**src/sv/bcc_pkg.sv**
```systemverilog
// Shared constants for the button click classifier.
// Register indexes, reset values and default counter widths; no dependencies.
package bcc_pkg;

  localparam int TICK_COUNT_BITS_DEF  = 16;
  localparam int CLICK_COUNT_BITS_DEF = 3;

  localparam int CFG_DATA_W  = 16;
  localparam int CFG_INDEX_W = 2;

  typedef logic [CFG_INDEX_W-1:0] cfg_index_t;
  typedef logic [CFG_DATA_W-1:0]  cfg_data_t;

  localparam cfg_index_t CFG_ACTIVE_HIGH  = 2'd0;
  localparam cfg_index_t CFG_DEBOUNCE     = 2'd1;
  localparam cfg_index_t CFG_LONG_PRESS   = 2'd2;
  localparam cfg_index_t CFG_DOUBLE_CLICK = 2'd3;

  localparam logic      ACTIVE_HIGH_RST  = 1'b0;
  localparam cfg_data_t DEBOUNCE_RST     = 16'd20;
  localparam cfg_data_t LONG_PRESS_RST   = 16'd700;
  localparam cfg_data_t DOUBLE_CLICK_RST = 16'd300;

endpackage

```
**src/sv/button_click_classifier_top.sv**
```systemverilog
// Button click classifier: debounce, click / double-click / long-press flags.
// An accepted item goes through the input register, then the state update into
// the result register. Throughput: one item per cycle unless stalled by out_ready,
// set by the combinational counter update and compare. rst_n is synchronous:
// it clears the pipeline valids and all classifier state (released, no flags) and
// restores the register defaults. Depends on bcc_pkg.
module button_click_classifier_top #(
  parameter int TICK_COUNT_BITS  = bcc_pkg::TICK_COUNT_BITS_DEF,
  parameter int CLICK_COUNT_BITS = bcc_pkg::CLICK_COUNT_BITS_DEF
) (
  input  logic                clk,
  input  logic                rst_n,
  input  logic                in_valid,
  output logic                in_ready,
  input  logic                in_raw_level,
  input  logic                in_take_click,
  input  logic                in_take_double,
  output logic                out_valid,
  input  logic                out_ready,
  output logic                out_pressed_now,
  output logic                out_click_pending,
  output logic                out_double_pending,
  output logic                out_long_press,
  input  logic                cfg_we,
  input  bcc_pkg::cfg_index_t cfg_index,
  input  bcc_pkg::cfg_data_t  cfg_data
);

  localparam int CMP_W = (TICK_COUNT_BITS > bcc_pkg::CFG_DATA_W) ?
                         TICK_COUNT_BITS : bcc_pkg::CFG_DATA_W;

  typedef logic [TICK_COUNT_BITS-1:0]  tick_t;
  typedef logic [CLICK_COUNT_BITS-1:0] click_t;
  typedef logic [CMP_W-1:0]            cmp_t;

  localparam tick_t  TICK_MAX  = '1;
  localparam click_t CLICK_MAX = '1;
  localparam click_t CLICK_ONE = click_t'(1);

  function automatic tick_t bump(input tick_t v);
    return (v == TICK_MAX) ? TICK_MAX : v + tick_t'(1);
  endfunction

  // configuration
  logic               active_high_r;
  bcc_pkg::cfg_data_t debounce_r, long_press_r, double_click_r;

  always_ff @(posedge clk) begin
    if (!rst_n) begin
      active_high_r  <= bcc_pkg::ACTIVE_HIGH_RST;
      debounce_r     <= bcc_pkg::DEBOUNCE_RST;
      long_press_r   <= bcc_pkg::LONG_PRESS_RST;
      double_click_r <= bcc_pkg::DOUBLE_CLICK_RST;
    end else if (cfg_we) begin
      case (cfg_index)
        bcc_pkg::CFG_ACTIVE_HIGH:  active_high_r  <= cfg_data[0];
        bcc_pkg::CFG_DEBOUNCE:     debounce_r     <= cfg_data;
        bcc_pkg::CFG_LONG_PRESS:   long_press_r   <= cfg_data;
        bcc_pkg::CFG_DOUBLE_CLICK: double_click_r <= cfg_data;
        default: ;
      endcase
    end
  end

  // pipeline control
  logic s1_valid_r, out_valid_r;
  logic out_free, s1_adv, in_acc;

  assign out_free = !out_valid_r || out_ready;
  assign s1_adv   = s1_valid_r && out_free;
  assign in_ready = rst_n && (!s1_valid_r || out_free);
  assign in_acc   = in_valid && in_ready;

  always_ff @(posedge clk) begin
    if (!rst_n) begin
      s1_valid_r  <= 1'b0;
      out_valid_r <= 1'b0;
    end else begin
      if (in_acc)      s1_valid_r <= 1'b1;
      else if (s1_adv) s1_valid_r <= 1'b0;
      if (s1_adv)         out_valid_r <= 1'b1;
      else if (out_ready) out_valid_r <= 1'b0;
    end
  end

  // input register
  logic lvl_r, take_click_r, take_double_r;

  always_ff @(posedge clk) begin
    if (in_acc) begin
      lvl_r         <= in_raw_level;
      take_click_r  <= in_take_click;
      take_double_r <= in_take_double;
    end
  end

  // classifier state
  logic   prior_r, settled_r, single_r, double_r, long_r;
  tick_t  steady_r, hold_r, gap_r;
  click_t clicks_r;

  logic   prior_nxt, settled_nxt, single_nxt, double_nxt, long_nxt;
  tick_t  steady_nxt, hold_nxt, gap_nxt;
  click_t clicks_nxt;
  logic   pressed, take_edge;

  always_comb begin
    pressed     = active_high_r ? lvl_r : !lvl_r;
    single_nxt  = single_r && !take_click_r;
    double_nxt  = double_r && !take_double_r;
    long_nxt    = long_r;
    settled_nxt = settled_r;
    clicks_nxt  = clicks_r;
    hold_nxt    = bump(hold_r);
    gap_nxt     = bump(gap_r);
    steady_nxt  = (pressed != prior_r) ? '0 : bump(steady_r);

    take_edge = (cmp_t'(steady_nxt) > cmp_t'(debounce_r)) && (pressed != settled_r);
    if (take_edge) begin
      settled_nxt = pressed;
      if (pressed) begin
        hold_nxt = '0;
        long_nxt = 1'b0;
      end else begin
        if (clicks_r != CLICK_MAX) clicks_nxt = clicks_r + CLICK_ONE;
        gap_nxt = '0;
      end
    end

    if (settled_nxt && !long_nxt && (cmp_t'(hold_nxt) > cmp_t'(long_press_r)))
      long_nxt = 1'b1;

    // close the click group once the gap has run out
    if ((clicks_nxt != '0) && (cmp_t'(gap_nxt) > cmp_t'(double_click_r))) begin
      if (clicks_nxt == CLICK_ONE) single_nxt = 1'b1;
      else                         double_nxt = 1'b1;
      clicks_nxt = '0;
    end

    prior_nxt = pressed;
  end

  always_ff @(posedge clk) begin
    if (!rst_n) begin
      prior_r   <= 1'b0;
      settled_r <= 1'b0;
      single_r  <= 1'b0;
      double_r  <= 1'b0;
      long_r    <= 1'b0;
      steady_r  <= '0;
      hold_r    <= '0;
      gap_r     <= '0;
      clicks_r  <= '0;
    end else if (s1_adv) begin
      prior_r   <= prior_nxt;
      settled_r <= settled_nxt;
      single_r  <= single_nxt;
      double_r  <= double_nxt;
      long_r    <= long_nxt;
      steady_r  <= steady_nxt;
      hold_r    <= hold_nxt;
      gap_r     <= gap_nxt;
      clicks_r  <= clicks_nxt;
    end
  end

  // result register
  logic pressed_out_r, click_out_r, double_out_r, long_out_r;

  always_ff @(posedge clk) begin
    if (s1_adv) begin
      pressed_out_r <= settled_nxt;
      click_out_r   <= single_nxt;
      double_out_r  <= double_nxt;
      long_out_r    <= long_nxt;
    end
  end

  assign out_valid          = out_valid_r;
  assign out_pressed_now    = pressed_out_r;
  assign out_click_pending  = click_out_r;
  assign out_double_pending = double_out_r;
  assign out_long_press     = long_out_r;

endmodule

```
**config.mk**
```make
export PLATFORM = sky130hd
export DESIGN_NAME = button_click_classifier_top
export DESIGN_NICKNAME = d
export VERILOG_FILES = /design/src/sv/bcc_pkg.sv /design/src/sv/button_click_classifier_top.sv
export SDC_FILE = /design/constraint.sdc
export NUM_CORES = 1
export LEC_CHECK = 0
export BUFFER_PORTS_ARGS = -buffer_cell sky130_fd_sc_hd__clkbuf_2
export CAP_MARGIN = 20
export CORE_ASPECT_RATIO = 1.75
export CORE_MARGIN = 2
export CORE_UTILIZATION = 40
export DETAILED_ROUTE_END_ITERATION = 8
export PLACE_DENSITY_LB_ADDON = 0.1
export SYNTH_ARGS = -nofsm -noshare
export SYNTH_HDL_FRONTEND = slang
export SYNTH_SLANG_ARGS = --single-unit
```
**constraint.sdc**
```tcl
create_clock -name clk -period 8 [get_ports clk]
set_clock_uncertainty 0.05 [all_clocks]
set_input_delay 0.8 -clock clk [delete_from_list [all_inputs] [get_ports clk]]
set_output_delay 0.8 -clock clk [all_outputs]
set_load 0.02 [all_outputs]
```
Word level (Yosys, flattened, before mapping) --
Cells that the tools add are included.
Storage, ports and cells: memory bits (read-only) 0, latch bits 0, memory bits (writable) 0, bits in registers 114, memories 0, input bits 26, logic and storage cells 89, output and inout bits 6
Operators by class: magnitude comparators 3, bitwise operators 0, divide/modulo/power cells 0, multiplexer cells 25, $add $sub $neg 4, reductions and logical operators 25, $mul 0, equal/unequal tests 10, shifts and indexed selects 0
Operator list (count):
- $mux W16 | 8
- $add A16 B1 Y16 const B | 3
- $eq A16 B16 Y1 const B | 3
- $gt A16 B16 Y1 | 3
- $mux W1 | 13
- $mux W3 | 4
- $logic_and A1 B1 Y1 | 9
- $reduce_and A2 Y1 | 4
- $logic_not A1 Y1 | 6
- $eq A2 B2 Y1 const B | 2
- $reduce_bool A2 Y1 | 2
- $add A3 B1 Y3 const B | 1
- $eq A3 B1 Y1 const B | 1
- $ne A3 B3 Y1 const B | 1
- $reduce_bool A3 Y1 | 1
- $eq A2 B1 Y1 const B | 1
- $logic_not A2 Y1 | 1
- $logic_or A1 B1 Y1 | 2
- $ne A1 B1 Y1 | 2

Depth between registers and ports, before layout --
Gate-level depths: netlist of run 1.
depth after elaboration 11, depth in mapped cells 25, depth with buffers taken out 23

Least setup slack after synthesis of run 1 --
Ideal clock, no wire load.
kind flip-flop to flip-flop, from reg steady_r[0], to reg single_r, required time 7876 ps, slack 2613 ps, stages on the path, launching flop included 23, setup time 74 ps, period minus slack after synthesis 5387 ps, buffers on the path 3, data arrival time 5263 ps, cells stage by stage dfxtp_1 ha_1 nand3_1 nor4_1 nand4_1 clkbuf_1 a21oi_1 ha_1 a21oi_1 o21ai_0 a2111oi_1 a31oi_4 and3_1 buf_6 clkbuf_1 a21oi_1 ha_1 nand4_1 or4_1 a21oi_1 nor3_1 or4_1 a31oi_1
On the way: word-level cells in the longest chain between the ends 9, elaborated cells between the ends (all ways) 14, those cells by class 1 x add/sub; 2 x order compare; 2 x eq/ne; 6 x mux; 3 x reduce/logical
Ends and longest elaborated chain:
- start, declared | RTL line button_click_classifier_top.sv:99 | tick_t steady_r, hold_r, gap_r;
- start signal, assigned | RTL line button_click_classifier_top.sv:160 | steady_r <= steady_nxt;
- $add A16 B1 Y16 or $eq A16 B16 Y1 (tied branches) | RTL line button_click_classifier_top.sv:41 | return (v == TICK_MAX) ? TICK_MAX : v + tick_t'(1);
- $mux W16 * | RTL line button_click_classifier_top.sv:41
- $mux W16 * | RTL line button_click_classifier_top.sv:116 | steady_nxt = (pressed != prior_r) ? '0 : bump(steady_r);
- named net steady_nxt[7] | RTL line button_click_classifier_top.sv:103 | tick_t steady_nxt, hold_nxt, gap_nxt;
- $gt A16 B16 Y1 * | RTL line button_click_classifier_top.sv:118 | take_edge = (cmp_t'(steady_nxt) > cmp_t'(debounce_r)) && (pressed != settled_r);
- $logic_and A1 B1 Y1 * | RTL line button_click_classifier_top.sv:118
- $mux W16 * | RTL line button_click_classifier_top.sv:119 | if (take_edge) begin
- named net gap_nxt[13] | RTL line button_click_classifier_top.sv:103
- $gt A16 B16 Y1 * | RTL line button_click_classifier_top.sv:134 | if ((clicks_nxt != '0) && (cmp_t'(gap_nxt) > cmp_t'(double_click_r))) begin
- $logic_and A1 B1 Y1 * | RTL line button_click_classifier_top.sv:134
- $mux W1 * | RTL line button_click_classifier_top.sv:134
- end signal, assigned | RTL line button_click_classifier_top.sv:157 | single_r <= single_nxt;
- end, declared | RTL line button_click_classifier_top.sv:98 | logic prior_r, settled_r, single_r, double_r, long_r;
Mark *: on every way through the listed nets, which the timed path passes. The rest lies on a longest branch. A chain may end at the register's enable or synchronous reset.

Worst setup path after layout of run 1 --
Ends and elaborated chain as after synthesis.

==> results.ini, run 1 <==
[run_status]
status = completed

[pwr]
power.leakage_uw = 0.00289
seqPwrFrac_pct = 38.2
p_comb_share_pct = 6.3
ir_drop_mv = 0.111
clkPwrFrac_pct = 55.5
power.internal_uw = 1200
swShare_pct = 22.8
power_density_nw_per_um2 = 207
p_switching_uw = 355
total_power_uw = 1560

[global_route]
grt_max_degree = 110
grt_overflow = 0
grt_use_total_pct = 20.2
antenna_found_initial = 0
grt_pass1_vias = 5686
grt_pass1_wl_mm = 27.7

[worst_setup_path]
slowest_delay_ns = 0.68
slowest_stage = a2111oi_1
crit_required_ns = 8.28
r2r_cells = 19
crit_path_cell_trace = ha_1 -> nand3_1 -> nor4_1 -> nand4_1 -> a21oi_1 -> ha_1 -> a21oi_1 -> o21ai_0 -> a2111oi_1 -> a31oi_4 -> and3_1 -> a311oi_1 -> ha_1 -> nand4_1 -> or4_1 -> a21oi_1 -> nor3_1 -> or4_1 -> a31oi_1
arrival_ns = 6.94
path_max_fanout = 18
cp-start-kind = flop
crit_type = flop to flop
end_kind = flop

[detailed_routing]
ant_nets = 0
detailedRoute.firstIterationViolations = 271
drc_errors = 0
via_per_inst = 5.39
vias = 5689
wirelength_mm = 16.9
post_drt_wl_per_cell_um = 16.0
dr.pass1.iters = 6

[timing]
finalMaxSlewViolations = 0
setup_tns_ns = 0
slew_headroom_pct = 30.6
worst_pin_slew_ns = 1.04
post-route-worst-setup-slack_ns = 1.34
max_freq_mhz = 150
rsz0062_at_grt = false
setup_violations = 0
min_period_over_period_pct = 83.3
finalHoldViolCount = 0
fin_crit_ns = 6.66

[clocking]
htree_levels = 4
cts.repair.resized = 0
clkSlewWorstSetupHoldPaths_ns = 0.06
clock_sinks = 114
clk_latency_ns = 0.41
root_buffer = clkbuf_16
cts_buffers = 17
clockBufferDepth = 2
postCtsSetupBuffers = 0
postCtsHoldBufs = 0
cts_tree = built

[cells_and_area]
fill_cells = 1606
drive_gt1_share_pct = 8.69
nets = 928
utilization_pct = 46.3
areaGrowthSynthToFinish_pct = 14.3
final_cells = 1055
diodes = 0

[logic_synthesis]
synth.area.mux_share_pct = 0.781
synth_area_leaders = dfxtp_1, nand2_1, ha_1, a21boi_0, a21oi_1
synth_area_um2 = 6570
synth_seq_area_share_pct = 35.8
yosysTopAreaCell = dfxtp_1
synth_xor_area_share_pct = 4.27
synth_edf_count = 7
synth_common_cells = nand2_1, dfxtp_1, a21boi_0
synthAdderAreaFrac_pct = 9.90
ys_ff_latch = 114
synthDistinctLibCells = 49
avgSynthCellArea_um2 = 7.86
postSynth.asyncResetShare_pct = 0
syn_inst = 836
synth_top_family_by_area = simple AND/OR/NAND/NOR gates
ys.flop_type = dfxtp_1
yosys_warnings = 0
synthSimpleGateAreaFrac_pct = 23.0
synth_most_common_cell = nand2_1
synth_compound_area_share_pct = 20.6
synth_top_area_share_pct = 32.6
synth_fp_nets = 914

[die]
placeableCoreArea_um2 = 16200
ios = 32
die_h_um = 174
start_util_pct = 40.5
die_x_um = 101
rows = 62
dieArea_um2 = 17500

[place]
dp_hpwl_mm = 12.2
io_buffers = 31
dp_cells = 1023
dp_slack_ns = 1.42
place.gp.congestion = 0.820

[flow_run]
drv_cap = 0

[worst_hold_path]
worstHoldPathCells = 2
hold_path.class = flop to flop

-- flip-flops by register name, indices dropped and copies added (netlist names) --
| name | count |
|---|---|
| take_double_r | 1 |
| prior_r | 1 |
| long_r | 1 |
| out_long_press | 1 |
| take_click_r | 1 |
| hold_r | 16 |
| long_press_r | 16 |
| double_click_r | 16 |
| active_high_r | 1 |
| settled_r | 1 |
| out_valid | 1 |
| s1_valid_r | 1 |
| lvl_r | 1 |
| debounce_r | 16 |
| out_click_pending | 1 |
| double_r | 1 |
| clicks_r | 3 |
| out_pressed_now | 1 |
| out_double_pending | 1 |
| single_r | 1 |
| steady_r | 16 |
| gap_r | 16 |
-- worst paths after layout --
path	to	from	slack, ns
setup / recovery	single_r	steady_r[0]	1.34
hold / removal	long_press_r[11]	long_press_r[11]	0.42
setup reg to reg	single_r	steady_r[0]	1.34
hold reg to reg	long_press_r[11]	long_press_r[11]	0.42
-- power by group through the flow --
stage / logic, µW / registers (µW) / clock network (µW)
final: 98.0 / 595 / 865
after global routing: 110 / 597 / 903
after floorplan: 63.2 / 607 / 0
after CTS: 99.3 / 595 / 880
after global placement: 95.9 / 607 / 0
after detailed placement: 99.0 / 608 / 0
-- logic make-up after synthesis --
family / after synthesis
XOR/XNOR: 32
AND/OR/NAND/NOR: 332
flip-flops: 114
multiplexers: 5
AO/OA/AOI/OAI: 204
buffers and inverters: 97
adder cells (fa/ha/maj): 52
-- worst max-delay path: cells and delay by family, from the launching register on --
kind,cells,cell delay (ns)
AO/OA/AOI/OAI,8,2.26
AND/OR/NAND/NOR,8,3.14
adder cells (fa/ha/maj),3,0.74
flip-flops,1,0.39
-- layout by cell type (no fill, tap or decap), types with 14 or more instances in the layout --
cell / instances
dfxtp_1: 107
and3_1: 16
ha_1: 52
nand2_1: 204
inv_1: 55
clkbuf_16: 17
a21oi_1: 62
clkbuf_2: 31
o21ai_0: 18
nor2_1: 23
a21boi_0: 81
xnor2_1: 14
nand3_1: 25
xor2_1: 18
-- cell type report --
class | count | area, µm² | share of cell area [%]
clock buffer | 17 | 425 | 5.66
clock inverter | 15 | 238 | 3.17
inverter | 56 | 210 | 2.80
multi-input combinational | 625 | 3850 | 51.2
sequential | 114 | 2350 | 31.3
tap | 192 | 240 | 3.20
timing repair buffer | 36 | 196 | 2.62
-- layer usage --
metal	part of all wire, %	GRT usage, %	vias to the layer above
li1	-	-	2879
met1	40	21.3	2677
met2	55	38.0	108
met3	2.6	3.83	25
met4	3.0	7.88	0
met5	0	0	-
-- stage by stage --
stage               hold slack [ns]  cell area, µm²
floorplan                     0.393            6570
global placement              0.404            6840
detailed placement            0.412            6850
CTS                           0.419            7510
global route                  0.440            7510
finish                        0.417            7510
Note: power is estimated with default switching activity, not from simulation.
==> run 2: changes to the inputs <==
==> constraint.sdc (replaced) <==
create_clock -name clk -period 5.4 [get_ports clk]
set_clock_uncertainty 0.05 [all_clocks]
set_input_delay 0.54 -clock clk [delete_from_list [all_inputs] [get_ports clk]]
set_output_delay 0.54 -clock clk [all_outputs]
set_load 0.02 [all_outputs]
==> results.ini, run 2 (synthesis results as in run 1) <==
[global_route]
grt_overflow = 0  ; unchanged
groute.layer.met2.usage_pct = 38.9  ; was 38.0%
grt_max_degree = 110  ; unchanged
antenna_found_initial = 0  ; unchanged
globalRouteMet3Util_pct = 3.59  ; was 3.83%
use_met1_pct = 22.0  ; was 21.3%
grt_busiest_layer = met2  ; unchanged
grt_pass1_wl_mm = 28.4  ; was 27.7 mm
grt_use_total_pct = 20.7  ; was 20.2%
grt_pass1_vias = 5766  ; was 5686

[cells_and_area]
utilization_pct = 47.9  ; was 46.3%
layout_common_cells = nand2_1, dfxtp_1, a21boi_0, a21oi_1, inv_1  ; unchanged
areaGrowthSynthToFinish_pct = 18.3  ; was 14.3%
diodes = 0  ; unchanged
nets = 951  ; was 928
final_area_um2 = 7770  ; was 7510 µm²
drive_gt1_share_pct = 14.2  ; was 8.69%
final_cells = 1078  ; was 1055
fill_cells = 1592  ; was 1606
final_common_cell = nand2_1  ; unchanged

[clocking]
clockBufferDepth = 2  ; unchanged
clk_latency_ns = 0.41  ; about the same
postCtsHoldBufs = 0  ; unchanged
clock_sinks = 114  ; unchanged
htree_levels = 4  ; unchanged
root_buffer = clkbuf_16  ; unchanged
cts_buffers = 17  ; unchanged
cts_tree = built  ; unchanged
clkSlewWorstSetupHoldPaths_ns = 0.06  ; about the same

[timing]
worst_pin_slew_ns = 1.03  ; was 1.04 ns
min_period_over_period_pct = 96.8  ; was 83.3%
finalMaxSlewViolations = 0  ; unchanged
setup_violations = 0  ; unchanged
fin_crit_ns = 5.23  ; was 6.66 ns
slew_headroom_pct = 31.6  ; was 30.6%
finalHoldViolCount = 0  ; unchanged
setup_tns_ns = 0  ; unchanged
max_freq_mhz = 191  ; was 150 MHz
rsz0062_at_grt = true  ; was false

[pwr]
p_switching_uw = 521  ; was 355 µW
power.leakage_uw = 0.00302  ; was 0.00289 µW
swShare_pct = 24.1  ; was 22.8%
power_density_nw_per_um2 = 279  ; was 207 nW/µm²
ir_drop_mv = 0.162  ; was 0.111 mV
seqPwrFrac_pct = 40.8  ; was 38.2%
p_comb_share_pct = 7.0  ; was 6.3%
power.internal_uw = 1640  ; was 1200 µW
clkPwrFrac_pct = 52.2  ; was 55.5%

[detailed_routing]
drc_errors = 0  ; unchanged
dr.pass1.iters = 5  ; was 6
wirelength_mm = 17.5  ; was 16.9 mm
vias = 5734  ; was 5689
via_per_inst = 5.32  ; was 5.39
detailedRoute.firstIterationViolations = 191  ; was 271
ant_nets = 0  ; unchanged
post_drt_wl_per_cell_um = 16.2  ; was 16.0 µm

[worst_setup_path]
crit_required_ns = 5.68  ; was 8.28 ns
arrival_ns = 5.51  ; was 6.94 ns
crit_type = flop to flop  ; unchanged
critPathBufInv = 2  ; was 0
cpLargestDelayFamily = simple AND/OR/NAND/NOR gates  ; unchanged
end_kind = flop  ; unchanged
cp-start-kind = flop  ; unchanged
slowest_stage = or4_4  ; was a2111oi_1
crit_path_cell_trace = nand4_1 -> buf_4 -> nor3_2 -> nand3_1 -> nor3b_2 -> nor3_2 -> ha_1 -> nand4_4 -> nor3_2 -> a2111oi_1 -> buf_4 -> a31oi_4 -> and3_4 -> a311oi_4 -> ha_1 -> nand4_1 -> or4_4 -> a21oi_2 -> nor3_2 -> or4_1 -> a31oi_1  ; was ha_1 -> nand3_1 -> nor4_1 -> nand4_1 -> a21oi_1 -> ha_1 -> a21oi_1 -> o21ai_0 -> a2111oi_1 -> a31oi_4 -> and3_1 -> a311oi_1 -> ha_1 -> nand4_1 -> or4_1 -> a21oi_1 -> nor3_1 -> or4_1 -> a31oi_1
slowest_delay_ns = 0.60  ; was 0.68 ns
worst-path-stages = 21  ; was 19
path_max_fanout = 6  ; was 18
crit_path_frequent_cell = nor3_2
r2r_cells = 21  ; was 19

[flow_run]
drv_cap = 0  ; unchanged

[die]
dieArea_um2 = 17500  ; unchanged
ios = 32  ; unchanged
die_h_um = 174  ; unchanged
die_x_um = 101  ; unchanged
start_util_pct = 40.5  ; unchanged
rows = 62  ; unchanged
placeableCoreArea_um2 = 16200  ; unchanged

[place]
dp_hpwl_mm = 12.5  ; was 12.2 mm
dp_cells = 1041  ; was 1023
placed_area_um2 = 6980  ; was 6850 µm²
io_buffers = 31  ; unchanged
place.gp.congestion = 0.876  ; was 0.820

[run_status]
status = completed  ; unchanged

[worst_hold_path]
hold_path.class = primary input to flop  ; was flop to flop
worstHoldPathCells = 1  ; was 2

run 2: changes by cell type in the layout (fill, tap and decap cells not counted), sizes merged:
cell      previous run  this run
inv                 57        58
clkinvlp             2         3
buf                  5        28
bufinv               6         3
clkinv               6         7
run 2: path summary, 6_finish.rpt:
path / start / end / slack [ns]
min reg2reg: debounce_r[14] / debounce_r[14] / 0.42
max reg2reg: steady_r[9] / single_r / 0.17
max: steady_r[9] / single_r / 0.17
min: in_take_double / take_double_r / 0.25
run 2: repair_timing:
item / CTS / global route
pin swaps: 1 / 8
resized for setup: 5 / 32
cloned: 0 / 0
setup endpoints to repair: 6 / 9
buffers inserted: 0 / 5
run 2: metrics by stage:
stage / hold slack [ns] / power, µW / setup slack (ns)
after floorplan: 0.393 / 993 / 0.0131
after global placement: 0.405 / 1040 / 0.0712
after detailed placement: 0.411 / 1050 / -0.0942
after CTS: 0.241 / 2180 / 0.0157
after global routing: 0.238 / 2250 / -0.0664
final: 0.254 / 2170 / 0.175
run 2: routing by layer:
metal	up-vias	wire, µm
li1	2927	-
met2	74	9670
met1	2706	6980
met4	0	465
met3	27	368
met5	-	0
run 2: layout make-up:
class	instances	area, µm²	area share (%)
well taps	192	240	3.09
multi-input cells	625	4000	51.4
repair buffers	59	373	4.80
flip-flops and latches	114	2360	30.4
clock inverters	15	165	2.13
inverters	56	210	2.71
clock buffers	17	425	5.48
run 2: power by group through the flow:
stage	Combinational, µW	Sequential [µW]	Clock [µW]
floorplan	93.7	899	0
global placement	144	900	0
detailed placement	147	901	0
CTS	149	883	1150
global route	170	885	1190
finish	152	883	1130
run 2: worst register-to-register path, cell delays in order, from the launching register on:
cell	delay [ns]
dfxtp_2	0.35
nand4_1	0.21
buf_4	0.24
nor3_2	0.25
nand3_1	0.14
nor3b_2	0.23
nor3_2	0.08
ha_1	0.32
nand4_4	0.14
nor3_2	0.06
a2111oi_1	0.38
buf_4	0.19
a31oi_4	0.10
and3_4	0.25
a311oi_4	0.28
ha_1	0.22
nand4_1	0.15
or4_4	0.60
a21oi_2	0.14
nor3_2	0.05
or4_1	0.55
a31oi_1	0.18
